==> src/dme_pkg.sv <==
`timescale 1ns / 1ps
`default_nettype none

package dme_pkg;

    localparam int DEFAULT_VALUE_WIDTH = 32;
    localparam int SCALE_W             = 16;
    localparam int SCALE_FRAC          = 14;
    localparam int CFG_INDEX_W         = 2;

    localparam logic [CFG_INDEX_W-1:0] REG_STRATEGY = 2'd0;
    localparam logic [CFG_INDEX_W-1:0] REG_LOWER    = 2'd1;
    localparam logic [CFG_INDEX_W-1:0] REG_UPPER    = 2'd2;

    localparam int LOWER_RESET = -6553600;
    localparam int UPPER_RESET = 6553600;

    typedef enum logic [2:0] {
        STR_RAND1          = 3'd0,
        STR_RAND2          = 3'd1,
        STR_BEST1          = 3'd2,
        STR_BEST2          = 3'd3,
        STR_CUR_TO_RAND1   = 3'd4,
        STR_CUR_TO_BEST1   = 3'd5,
        STR_CUR_TO_PBEST1  = 3'd6,
        STR_RAND_TO_PBEST1 = 3'd7
    } t_strategy;

endpackage

`default_nettype wire

==> src/dme_pipe.sv <==
`timescale 1ns / 1ps
`default_nettype none

module dme_pipe #(
    parameter int VALUE_WIDTH = dme_pkg::DEFAULT_VALUE_WIDTH
) (
    input  wire logic                            i_clk,
    input  wire logic                            i_rst_n,
    input  wire logic                            i_valid,
    output logic                                 o_ready,
    input  wire logic [dme_pkg::SCALE_W-1:0]     i_scale,
    input  wire logic signed [VALUE_WIDTH-1:0]   i_target,
    input  wire logic signed [VALUE_WIDTH-1:0]   i_best,
    input  wire logic signed [VALUE_WIDTH-1:0]   i_pbest,
    input  wire logic signed [VALUE_WIDTH-1:0]   i_pick1,
    input  wire logic signed [VALUE_WIDTH-1:0]   i_pick2,
    input  wire logic signed [VALUE_WIDTH-1:0]   i_pick3,
    input  wire logic signed [VALUE_WIDTH-1:0]   i_pick4,
    input  wire logic signed [VALUE_WIDTH-1:0]   i_pick5,
    input  wire logic                            i_last,
    input  wire dme_pkg::t_strategy              i_strategy,
    input  wire logic signed [VALUE_WIDTH-1:0]   i_lower,
    input  wire logic signed [VALUE_WIDTH-1:0]   i_upper,
    output logic                                 o_valid,
    input  wire logic                            i_ready,
    output logic [VALUE_WIDTH-1:0]               o_value,
    output logic                                 o_repaired,
    output logic                                 o_last
);
    import dme_pkg::*;

    localparam int NSTAGE = 5;
    localparam int DW     = VALUE_WIDTH + 1;        // exact difference
    localparam int PW     = DW + SCALE_W + 1;       // F * difference
    localparam int AW     = VALUE_WIDTH + 20;       // accumulator
    localparam int VW     = AW - SCALE_FRAC;        // rounded, unsaturated value
    localparam logic signed [AW-1:0] ROUND = AW'(1) <<< (SCALE_FRAC - 1);
    localparam logic signed [VALUE_WIDTH-1:0] MAX_VAL = {1'b0, {(VALUE_WIDTH-1){1'b1}}};
    localparam logic signed [VALUE_WIDTH-1:0] MIN_VAL = {1'b1, {(VALUE_WIDTH-1){1'b0}}};

    logic [NSTAGE-1:0] r_vld;
    logic [NSTAGE:0]   adv;

    always_comb begin
        adv[NSTAGE] = i_ready;
        for (int k = NSTAGE - 1; k >= 0; k--) begin
            adv[k] = !r_vld[k] || adv[k+1];
        end
    end

    assign o_ready = adv[0];

    always_ff @(posedge i_clk) begin
        if (!i_rst_n) begin
            r_vld <= '0;
        end else begin
            if (adv[0]) begin
                r_vld[0] <= i_valid;
            end
            for (int k = 1; k < NSTAGE; k++) begin
                if (adv[k]) begin
                    r_vld[k] <= r_vld[k-1];
                end
            end
        end
    end

    // stage 1: strategy select and differences
    logic signed [VALUE_WIDTH-1:0] n_s1_base;
    logic signed [DW-1:0]          n_s1_d1, n_s1_d2;
    logic signed [VALUE_WIDTH-1:0] r_s1_base, r_s1_t;
    logic signed [DW-1:0]          r_s1_d1, r_s1_d2;
    logic [SCALE_W-1:0]            r_s1_f;
    logic                          r_s1_last;

    always_comb begin
        n_s1_base = i_pick1;
        n_s1_d1   = DW'(i_pick2) - DW'(i_pick3);
        n_s1_d2   = '0;
        case (i_strategy)
            STR_RAND1: begin
                n_s1_base = i_pick1;
                n_s1_d1   = DW'(i_pick2) - DW'(i_pick3);
                n_s1_d2   = '0;
            end
            STR_RAND2: begin
                n_s1_base = i_pick1;
                n_s1_d1   = DW'(i_pick2) - DW'(i_pick3);
                n_s1_d2   = DW'(i_pick4) - DW'(i_pick5);
            end
            STR_BEST1: begin
                n_s1_base = i_best;
                n_s1_d1   = DW'(i_pick1) - DW'(i_pick2);
                n_s1_d2   = '0;
            end
            STR_BEST2: begin
                n_s1_base = i_best;
                n_s1_d1   = DW'(i_pick1) - DW'(i_pick2);
                n_s1_d2   = DW'(i_pick3) - DW'(i_pick4);
            end
            STR_CUR_TO_RAND1: begin
                n_s1_base = i_target;
                n_s1_d1   = DW'(i_pick1) - DW'(i_target);
                n_s1_d2   = DW'(i_pick2) - DW'(i_pick3);
            end
            STR_CUR_TO_BEST1: begin
                n_s1_base = i_target;
                n_s1_d1   = DW'(i_best) - DW'(i_target);
                n_s1_d2   = DW'(i_pick1) - DW'(i_pick2);
            end
            STR_CUR_TO_PBEST1: begin
                n_s1_base = i_target;
                n_s1_d1   = DW'(i_pbest) - DW'(i_target);
                n_s1_d2   = DW'(i_pick1) - DW'(i_pick2);
            end
            STR_RAND_TO_PBEST1: begin
                n_s1_base = i_pick1;
                n_s1_d1   = DW'(i_pbest) - DW'(i_pick1);
                n_s1_d2   = DW'(i_pick2) - DW'(i_pick3);
            end
            default: begin
                n_s1_base = i_pick1;
                n_s1_d1   = DW'(i_pick2) - DW'(i_pick3);
                n_s1_d2   = '0;
            end
        endcase
    end

    always_ff @(posedge i_clk) begin
        if (adv[0]) begin
            r_s1_base <= n_s1_base;
            r_s1_d1   <= n_s1_d1;
            r_s1_d2   <= n_s1_d2;
            r_s1_f    <= i_scale;
            r_s1_t    <= i_target;
            r_s1_last <= i_last;
        end
    end

    // stage 2: scale both differences
    logic signed [SCALE_W:0]       s1_f_signed;
    logic signed [PW-1:0]          n_s2_m1, n_s2_m2;
    logic signed [PW-1:0]          r_s2_m1, r_s2_m2;
    logic signed [VALUE_WIDTH-1:0] r_s2_base, r_s2_t;
    logic                          r_s2_last;

    assign s1_f_signed = $signed({1'b0, r_s1_f});
    assign n_s2_m1     = s1_f_signed * r_s1_d1;
    assign n_s2_m2     = s1_f_signed * r_s1_d2;

    always_ff @(posedge i_clk) begin
        if (adv[1]) begin
            r_s2_m1   <= n_s2_m1;
            r_s2_m2   <= n_s2_m2;
            r_s2_base <= r_s1_base;
            r_s2_t    <= r_s1_t;
            r_s2_last <= r_s1_last;
        end
    end

    // stage 3: sum, round half up, drop fraction bits of F
    logic signed [AW-1:0]          n_s3_acc;
    logic signed [VW-1:0]          r_s3_v;
    logic signed [VALUE_WIDTH-1:0] r_s3_t;
    logic                          r_s3_last;

    assign n_s3_acc = (AW'(r_s2_base) <<< SCALE_FRAC) + AW'(r_s2_m1) + AW'(r_s2_m2) + ROUND;

    always_ff @(posedge i_clk) begin
        if (adv[2]) begin
            r_s3_v    <= n_s3_acc[AW-1:SCALE_FRAC];
            r_s3_t    <= r_s2_t;
            r_s3_last <= r_s2_last;
        end
    end

    // stage 4: bounce back off the lower bound
    logic signed [VALUE_WIDTH:0]   lo_sum;
    logic signed [VW-1:0]          n_s4_v;
    logic                          n_s4_rep;
    logic signed [VW-1:0]          r_s4_v;
    logic signed [VALUE_WIDTH-1:0] r_s4_t;
    logic                          r_s4_rep, r_s4_last;

    assign lo_sum = (VALUE_WIDTH+1)'(i_lower) + (VALUE_WIDTH+1)'(r_s3_t);

    always_comb begin
        n_s4_v   = r_s3_v;
        n_s4_rep = 1'b0;
        if (r_s3_v < VW'(i_lower)) begin
            n_s4_v   = VW'($signed(lo_sum[VALUE_WIDTH:1]));
            n_s4_rep = 1'b1;
        end
    end

    always_ff @(posedge i_clk) begin
        if (adv[3]) begin
            r_s4_v    <= n_s4_v;
            r_s4_rep  <= n_s4_rep;
            r_s4_t    <= r_s3_t;
            r_s4_last <= r_s3_last;
        end
    end

    // stage 5: bounce back off the upper bound, saturate
    logic signed [VALUE_WIDTH:0]   hi_sum;
    logic signed [VW-1:0]          up_v;
    logic                          up_rep;
    logic signed [VALUE_WIDTH-1:0] n_s5_v;
    logic signed [VALUE_WIDTH-1:0] r_s5_v;
    logic                          r_s5_rep, r_s5_last;

    assign hi_sum = (VALUE_WIDTH+1)'(i_upper) + (VALUE_WIDTH+1)'(r_s4_t);

    always_comb begin
        up_v   = r_s4_v;
        up_rep = r_s4_rep;
        if (r_s4_v > VW'(i_upper)) begin
            up_v   = VW'($signed(hi_sum[VALUE_WIDTH:1]));
            up_rep = 1'b1;
        end
        if (up_v > VW'(MAX_VAL)) begin
            n_s5_v = MAX_VAL;
        end else if (up_v < VW'(MIN_VAL)) begin
            n_s5_v = MIN_VAL;
        end else begin
            n_s5_v = up_v[VALUE_WIDTH-1:0];
        end
    end

    always_ff @(posedge i_clk) begin
        if (adv[4]) begin
            r_s5_v    <= n_s5_v;
            r_s5_rep  <= up_rep;
            r_s5_last <= r_s4_last;
        end
    end

    assign o_valid    = r_vld[NSTAGE-1];
    assign o_value    = r_s5_v;
    assign o_repaired = r_s5_rep;
    assign o_last     = r_s5_last;

`ifndef SYNTH
    a_accept_lands: assert property (@(posedge i_clk) disable iff (!i_rst_n)
        (i_valid && o_ready) |=> r_vld[0])
        else $error("accepted beat did not enter stage 1");

    a_mid_holds: assert property (@(posedge i_clk) disable iff (!i_rst_n)
        (r_vld[2] && !adv[3]) |=> (r_vld[2] && $stable(r_s3_v)))
        else $error("stage 3 lost or changed a held beat");

    a_reset_clears: assert property (@(posedge i_clk)
        !i_rst_n |=> (r_vld == '0))
        else $error("pipeline valid bits not cleared by reset");
`endif

endmodule

`default_nettype wire

==> src/de_mutant_element.sv <==
`timescale 1ns / 1ps
`default_nettype none

// Differential evolution mutant element, one element per beat.
// Input stream (s_axis): tdata carries F and the target, best, p-best and five
// picked elements of one vector position; tlast marks the last element.
// Output stream (m_axis): tdata is the repaired mutant element, tuser is set
// when bounce-back repair moved it, tlast echoes the input marker.
// Config channel: index 0 strategy, 1 lower bound, 2 upper bound; always
// ready, write only while the stream is drained. Other indexes are ignored.
// Throughput: one beat per cycle while m_axis_tready is high; the five register
// stages are select and subtract, two 16-bit-by-value multiplies, sum and
// round, lower bound repair, upper bound repair with saturation.
// Reset: synchronous, clears all stage valids; strategy returns to rand1 and
// bounds to -100.0 / +100.0.
// Stall: a low m_axis_tready holds the output beat; bubbles further up still
// fill, and s_axis_tready drops only once every stage holds a beat.
module de_mutant_element #(
    parameter int VALUE_WIDTH = dme_pkg::DEFAULT_VALUE_WIDTH
) (
    input  wire logic                                i_clk,
    input  wire logic                                i_rst_n,
    // config channel
    input  wire logic                                i_cfg_valid,
    output logic                                     o_cfg_ready,
    input  wire logic [dme_pkg::CFG_INDEX_W-1:0]     i_cfg_index,
    input  wire logic [VALUE_WIDTH-1:0]              i_cfg_data,
    // input stream
    input  wire logic                                i_s_axis_tvalid,
    output logic                                     o_s_axis_tready,
    // scale_factor, target_value, best_value, pbest_value, first_pick,
    // second_pick, third_pick, fourth_pick, fifth_pick
    input  wire logic [dme_pkg::SCALE_W+8*VALUE_WIDTH-1:0] i_s_axis_tdata,
    input  wire logic                                i_s_axis_tlast,  // last_element
    // output stream
    output logic                                     o_m_axis_tvalid,
    input  wire logic                                i_m_axis_tready,
    // mutant_value, zero padded to bytes
    output logic [((VALUE_WIDTH+7)/8)*8-1:0]         o_m_axis_tdata,
    output logic                                     o_m_axis_tuser,  // was_repaired
    output logic                                     o_m_axis_tlast   // is_last
);
    import dme_pkg::*;

    localparam int OUT_W = ((VALUE_WIDTH + 7) / 8) * 8;
    localparam int V0    = SCALE_W;

    t_strategy                     r_strategy;
    logic signed [VALUE_WIDTH-1:0] r_lower, r_upper;
    logic [VALUE_WIDTH-1:0]        value;

    assign o_cfg_ready = 1'b1;

    always_ff @(posedge i_clk) begin
        if (!i_rst_n) begin
            r_strategy <= STR_RAND1;
            r_lower    <= VALUE_WIDTH'(LOWER_RESET);
            r_upper    <= VALUE_WIDTH'(UPPER_RESET);
        end else if (i_cfg_valid) begin
            case (i_cfg_index)
                REG_STRATEGY: r_strategy <= t_strategy'(i_cfg_data[2:0]);
                REG_LOWER:    r_lower    <= i_cfg_data;
                REG_UPPER:    r_upper    <= i_cfg_data;
                default: begin
                end
            endcase
        end
    end

    dme_pipe #(
        .VALUE_WIDTH (VALUE_WIDTH)
    ) u_pipe (
        .i_clk      (i_clk),
        .i_rst_n    (i_rst_n),
        .i_valid    (i_s_axis_tvalid),
        .o_ready    (o_s_axis_tready),
        .i_scale    (i_s_axis_tdata[SCALE_W-1:0]),
        .i_target   (i_s_axis_tdata[V0 + 0*VALUE_WIDTH +: VALUE_WIDTH]),
        .i_best     (i_s_axis_tdata[V0 + 1*VALUE_WIDTH +: VALUE_WIDTH]),
        .i_pbest    (i_s_axis_tdata[V0 + 2*VALUE_WIDTH +: VALUE_WIDTH]),
        .i_pick1    (i_s_axis_tdata[V0 + 3*VALUE_WIDTH +: VALUE_WIDTH]),
        .i_pick2    (i_s_axis_tdata[V0 + 4*VALUE_WIDTH +: VALUE_WIDTH]),
        .i_pick3    (i_s_axis_tdata[V0 + 5*VALUE_WIDTH +: VALUE_WIDTH]),
        .i_pick4    (i_s_axis_tdata[V0 + 6*VALUE_WIDTH +: VALUE_WIDTH]),
        .i_pick5    (i_s_axis_tdata[V0 + 7*VALUE_WIDTH +: VALUE_WIDTH]),
        .i_last     (i_s_axis_tlast),
        .i_strategy (r_strategy),
        .i_lower    (r_lower),
        .i_upper    (r_upper),
        .o_valid    (o_m_axis_tvalid),
        .i_ready    (i_m_axis_tready),
        .o_value    (value),
        .o_repaired (o_m_axis_tuser),
        .o_last     (o_m_axis_tlast)
    );

    assign o_m_axis_tdata = OUT_W'(value);

endmodule

`default_nettype wire
==> config.mk <==
export PLATFORM = sky130hd
export DESIGN_NAME = de_mutant_element
export DESIGN_NICKNAME = d
export VERILOG_FILES = /design/src/dme_pkg.sv /design/src/dme_pipe.sv /design/src/de_mutant_element.sv
export SDC_FILE = /design/constraint.sdc
export NUM_CORES = 2
export LEC_CHECK = 0
export BUFFER_PORTS_ARGS = -buffer_cell sky130_fd_sc_hd__buf_2
export CORE_ASPECT_RATIO = 1.25
export CORE_MARGIN = 3
export CORE_UTILIZATION = 40
export CTS_CLUSTER_DIAMETER = 60
export DETAILED_ROUTE_END_ITERATION = 7
export GPL_TIMING_DRIVEN = 0
export PLACE_DENSITY = 0.57
export SLEW_MARGIN = 20
export SYNTH_ARGS = -nofsm -noshare
export SYNTH_HDL_FRONTEND = slang
export SYNTH_HIERARCHICAL = 1
export SYNTH_SLANG_ARGS = --single-unit
==> constraint.sdc <==
create_clock -name i_clk -period 8.1 [get_ports i_clk]
set_input_delay 1.62 -clock i_clk [delete_from_list [all_inputs] [get_ports i_clk]]
set_output_delay 1.62 -clock i_clk [all_outputs]
set_load 0.02 [all_outputs]
# ---- Word-level counts from Yosys, hierarchy flattened
# Cells that the tools add are included.
dict set report word_totals {
  register_bits 561
  elab_cells 86
  output_inout_bits 37
  in_bits 312
}
dict set report op_classes {
  n_eq_ne 9
  multipliers 2
  mux 7
  addsub 13
  reduce_logical 22
  magnitude_cmp 4
}
# operator n
set op_table {}
lappend op_table {{$sub A32 B32 Y33} 8}
lappend op_table {{$pmux W33 S6} 1}
lappend op_table {{$pmux W33 S5} 1}
lappend op_table {{$mul A17 B33 Y50} 2}
lappend op_table {{$pmux W32 S3} 1}
lappend op_table {{$mux W38} 2}
lappend op_table {{$add A32 B32 Y33} 2}
lappend op_table {{$add A51 B50 Y52} 1}
lappend op_table {{$add A52 B15 Y52 const B} 1}
lappend op_table {{$add A46 B50 Y51} 1}
lappend op_table {{$gt A38 B32 Y1} 1}
lappend op_table {{$gt A38 B32 Y1 const B} 1}
lappend op_table {{$lt A38 B32 Y1} 1}
lappend op_table {{$lt A38 B32 Y1 const B} 1}
lappend op_table {{$mux W32} 1}
lappend op_table {{$eq A3 B3 Y1 const B} 4}
lappend op_table {{$reduce_or A2 Y1} 5}
lappend op_table {{$eq A3 B2 Y1 const B} 2}
lappend op_table {{$reduce_and A2 Y1} 3}
lappend op_table {{$reduce_or A3 Y1} 2}
lappend op_table {{$logic_not A1 Y1} 5}
lappend op_table {{$logic_or A1 B1 Y1} 5}
lappend op_table {{$eq A3 B1 Y1 const B} 1}
lappend op_table {{$logic_not A3 Y1} 1}
lappend op_table {{4 further kinds} 4}

# ---- Depth between registers and ports, before layout
dict set report logic_depth {
  ltp_word 6
  depth_mapped 28
  mapped_depth_nobuf 25
}

# ---- Hierarchy
# Netlist, hierarchy kept.
# module seq_area_each_um2 n_inst area_per_inst_um2 cells_per_inst
set modules_own_cells {}
lappend modules_own_cells {dme_pipe 14784.2 1 72854.9 7813}
lappend modules_own_cells {de_mutant_element 1341.3 1 2640.0 275}

# ---- Worst setup path before layout
# OpenSTA, ideal clock, no wires.
dict set report synth_path {
  path_type {input to register}
  from {input i_m_axis_tready}
  to {register u_pipe.r_s1_base[0], enable pin}
  t_arrival_ns 5.518
  path_buffers 0
  setup_ns 1.669
  slack_ns 0.913
  path_stages 3
  required_time_ns 6.431
  cell_sequence {nor2b_1 -> and3_1 -> nand3_1}
}
dict set report synth_between {
  elab_chain_len 5
}
# element line_no
set synth_lines {}
lappend synth_lines {{start, declared} de_mutant_element.sv:37} ;# input wire logic i_m_axis_tready,
lappend synth_lines {{$logic_or A1 B1 Y1 (5 in a row)} dme_pipe.sv:47} ;# adv[k] = !r_vld[k] || adv[k+1];
lappend synth_lines {{named net o_s_axis_tready} de_mutant_element.sv:30} ;# output logic o_s_axis_tready,
lappend synth_lines {{end signal, assigned} dme_pipe.sv:131} ;# r_s1_base <= n_s1_base;
lappend synth_lines {{end, declared} dme_pipe.sv:71} ;# logic signed [VALUE_WIDTH-1:0] r_s1_base, r_s1_t;
# The timed path passes the listed nets, and every way through them passes these cells.
# A chain may end at the register's enable or synchronous reset.

# ---- Final worst setup path
dict set report layout_path {
  from {register u_pipe.r_s1_d2[7]}
  to {register u_pipe.r_s2_m2[49], data pin}
}
dict set report layout_between {
  elab_chain_len 1
}
# element line_no
set layout_lines {}
lappend layout_lines {{start, declared} dme_pipe.sv:72} ;# logic signed [DW-1:0] r_s1_d1, r_s1_d2;
lappend layout_lines {{start signal, assigned} dme_pipe.sv:133} ;# r_s1_d2 <= n_s1_d2;
lappend layout_lines {{$mul A17 B33 Y50} dme_pipe.sv:149} ;# assign n_s2_m2 = s1_f_signed * r_s1_d2;
lappend layout_lines {{named net u_pipe.n_s2_m2[49]} dme_pipe.sv:142} ;# logic signed [PW-1:0] n_s2_m1, n_s2_m2;
lappend layout_lines {{end signal, assigned} dme_pipe.sv:154} ;# r_s2_m2 <= n_s2_m2;
lappend layout_lines {{end, declared} dme_pipe.sv:143} ;# logic signed [PW-1:0] r_s2_m1, r_s2_m2;
# The timed path passes the listed nets, and every way through them passes these cells.

==> results.py <==
metrics = {
    "timing": {
        "rsz0062_at_grt": "true",
        "fin_setup_tns_ns": 0,
        "hold_violations": 0,
        "slew_viol_final": 0,
        "worst_hold_slack_ns": 0.413,
        "max_slew_margin": 0.183,
        "period_share": 0.999,
        "finalClockSkew_ns": 0.0504,
        "period_needed_ns": 8.09,
        "fmax_mhz": 124,
        "worstMarginPinSlew_ns": 1.23,
        "setup_violations": 0,
    },
    "worst_setup_path": {
        "path_class": "reg2reg",
        "crit_path_max_incr_delay_ns": 0.85,
        "startpoint": "u_pipe/r_s1_d2[7]$_DFFE_PP_",
        "crit_top_cell": "fa_1",
        "crit_path_max_fanout": 10,
        "worstReg2RegStart": "u_pipe/r_s1_d2[7]$_DFFE_PP_",
        "critPathLaunchType": "flop",
        "path_buf_inv": 4,
        "critPathSlowestCell": "edfxtp_1",
        "cp_top_family": "adder cells",
        "cp_cell_sequence": "clkbuf_2, nand2_1, fa_1, inv_1, fa_1, fa_1, fa_1, fa_1, inv_1, fa_1, inv_1, ha_1, a21oi_1, o21ai_0, o311ai_2, a21o_1, and4b_1, a21oi_1, o221a_4, a21o_1, a41o_1, o41a_1, xnor2_4",
        "crit_path_end_kind": "flop",
        "cp.arrival_ns": 8.53,
        "required_ns": 8.53,
    },
    "flow_run": {
        "maxCapViolations": 0,
    },
    "clock_tree": {
        "cts_made_buffers": 72,
        "htreeDepth": 3,
        "cts_max_path_buffers": 3,
        "cts-root-buf": "clkbuf_16",
        "ctsHoldBuffers": 0,
        "clk-insertion-delay-late_ns": 0.69,
        "clock_sinks": 561,
        "cts.reportedPaths.clkPinSlew_ns": 0.06,
        "cts_tree": "done",
    },
    "floorplanning": {
        "fp-row-count": 177,
        "dieArea_um2": 194000,
        "dieHeight_um": 492,
        "die_width_um": 395,
        "start_util": 0.404,
        "ioPinCount": 349,
        "core_um2": 187000,
    },
    "synth": {
        "synth_top_area_frac": 0.278,
        "syn_area_per_cell_um2": 9.33,
        "synthesis.area_um2": 75500,
        "syn-num-nets": 10079,
        "synthDistinctLibCells": 92,
        "async_flop_share": 0,
        "yosys_register_bits": 561,
        "ys_seq_area_frac": 0.214,
        "synth_cells": 8088,
        "yosysWarnings": 6,
        "synth_area_leaders": "fa_1 (28%), edfxtp_1 (19%), ha_1 (10%)",
        "synth_enable_flop_cells": 489,
        "yosysMostFrequentCell": "inv_1",
        "ys_top_cells_by_count": "inv_1 (1,513), nand2_1 (1,129), fa_1 (1,050), ha_1 (629), edfxtp_1 (489)",
        "synth_ff_type": "edfxtp_1",
        "synth_area_leader_cell": "fa_1",
    },
    "run_status": {
        "violations": "design-rule violations",
        "outcome": "finished with violations",
    },
    "placement": {
        "dp_hpwl_mm": 239,
        "gp_congestion": 0.993,
        "io_buffer_count": 346,
    },
    "route": {
        "drt-initial-drc-count": 4865,
        "antenna_left": 0,
        "vias": 61109,
        "wl_per_cell_um": 25.4,
        "drt_first_pass_iters": 8,
        "drcViolationCount": 1,
        "routed_wl_mm": 282,
        "viasPerCell": 5.49,
    },
    "finish": {
        "drive_gt1_frac": 0.0832,
        "final_core_util": 0.449,
        "area_growth_pct": 11.1,
        "final_nets": 10533,
    },
    "global_routing": {
        "grt_max_degree": 61,
        "antenna_found_initial": 55,
        "grt_pass1_vias": 62372,
        "grt_pass1_wl_mm": 410,
        "grt_use_total": 0.287,
        "overflow": 0,
    },
    "worst_hold_path": {
        "hp-class": "reg2reg",
        "holdCritStartpoint": "u_pipe/r_s2_t[23]$_DFFE_PP_",
    },
}
==> final timing paths <==
kind | depth (start not counted) | slack [ns] | end
worst min-delay path | 0 | 0.41 | u_pipe/r_s3_t[23]$_DFFE_PP_
worst max register to register | 23 | 0.006 | u_pipe/r_s2_m2[49]$_DFFE_PP_
worst min register to register | 0 | 0.41 | u_pipe/r_s3_t[23]$_DFFE_PP_
worst max-delay path | 23 | 0.006 | u_pipe/r_s2_m2[49]$_DFFE_PP_
==> cell usage in the layout, fill, tap and decap left out, types with 38 or more instances in the layout <==
master / count
nor3_1: 45
ha_1: 629
o21a_1: 77
dfxtp_1: 72
nand4_1: 51
xor2_1: 115
xnor2_1: 213
nor2b_1: 70
nand2b_1: 56
nor2_1: 272
clkbuf_16: 73
nand3_1: 50
a21oi_1: 412
clkbuf_2: 76
a22oi_1: 38
a211oi_1: 42
fa_1: 1050
clkbuf_1: 170
nand2_1: 1127
mux2i_1: 92
inv_1: 1511
edfxtp_1: 489
buf_2: 364
and2_1: 421
a21o_1: 221
o21ai_0: 191
==> area by class of cell <==
class	instances	area (µm²)
fillers	18306	103000
inverters	1514	5690
repair buffers	381	2230
plain buffers	297	1420
clock buffers	80	1850
diodes	22	55.1
flip-flops and latches	561	16100
clock inverters	54	606
multi-input cells	5715	52800
well taps	2506	3140
==> state kept, by name, indices dropped and copies added (netlist names), 33 cells and up <==
signal          cells
u_pipe/r_s2_m1     50
u_pipe/r_s1_d2     33
u_pipe/r_s3_v      38
u_pipe/r_s4_v      38
u_pipe/r_s1_d1     33
u_pipe/r_s2_m2     50
==> stage by stage <==
step | cell area (µm²) | instances | setup slack [ns]
detailed placement | 80700 | 10950 | -1.61
finish | 83900 | 11130 | 0.00622
floorplan | 75500 | 8088 | 0.913
global placement | 80400 | 10940 | -3.78
CTS | 83600 | 11098 | -0.0232
global route | 83800 | 11111 | -0.201
==> layer usage <==
| layer | GRT usage | vias up | wire (µm) |
|---|---|---|---|
| li1 | - | 27129 | - |
| met1 | 0.354 | 30474 | 107000 |
| met2 | 0.472 | 2788 | 131000 |
| met3 | 0.0566 | 694 | 24800 |
| met4 | 0.158 | 24 | 19300 |
| met5 | 0 | - | 163 |
==> logic make-up (layout without fill, tap and decap cells) <==
kind of cell,count (synthesis),count (layout),synth area share
AND/OR/NAND/NOR,2215,2215,0.137
buffers and inverters,1812,2326,0.0908
adder cells (fa/ha/maj),1679,1679,0.383
AO/OA/AOI/OAI,1368,1368,0.119
flip-flops,561,561,0.214
XOR/XNOR,339,339,0.0393
multiplexers,113,113,0.0174
other,1,23,0.0000497
==> what timing repair did <==
item / CTS / global route
resized for setup: 107 / 115
pin swaps: 2 / 2
setup endpoints to repair: 45 / 19
buffers inserted: 14 / 11
Power is left out: the tool's default activity adds up to more than one toggle a clock period on the data nets, which glitch-free logic cannot reach.
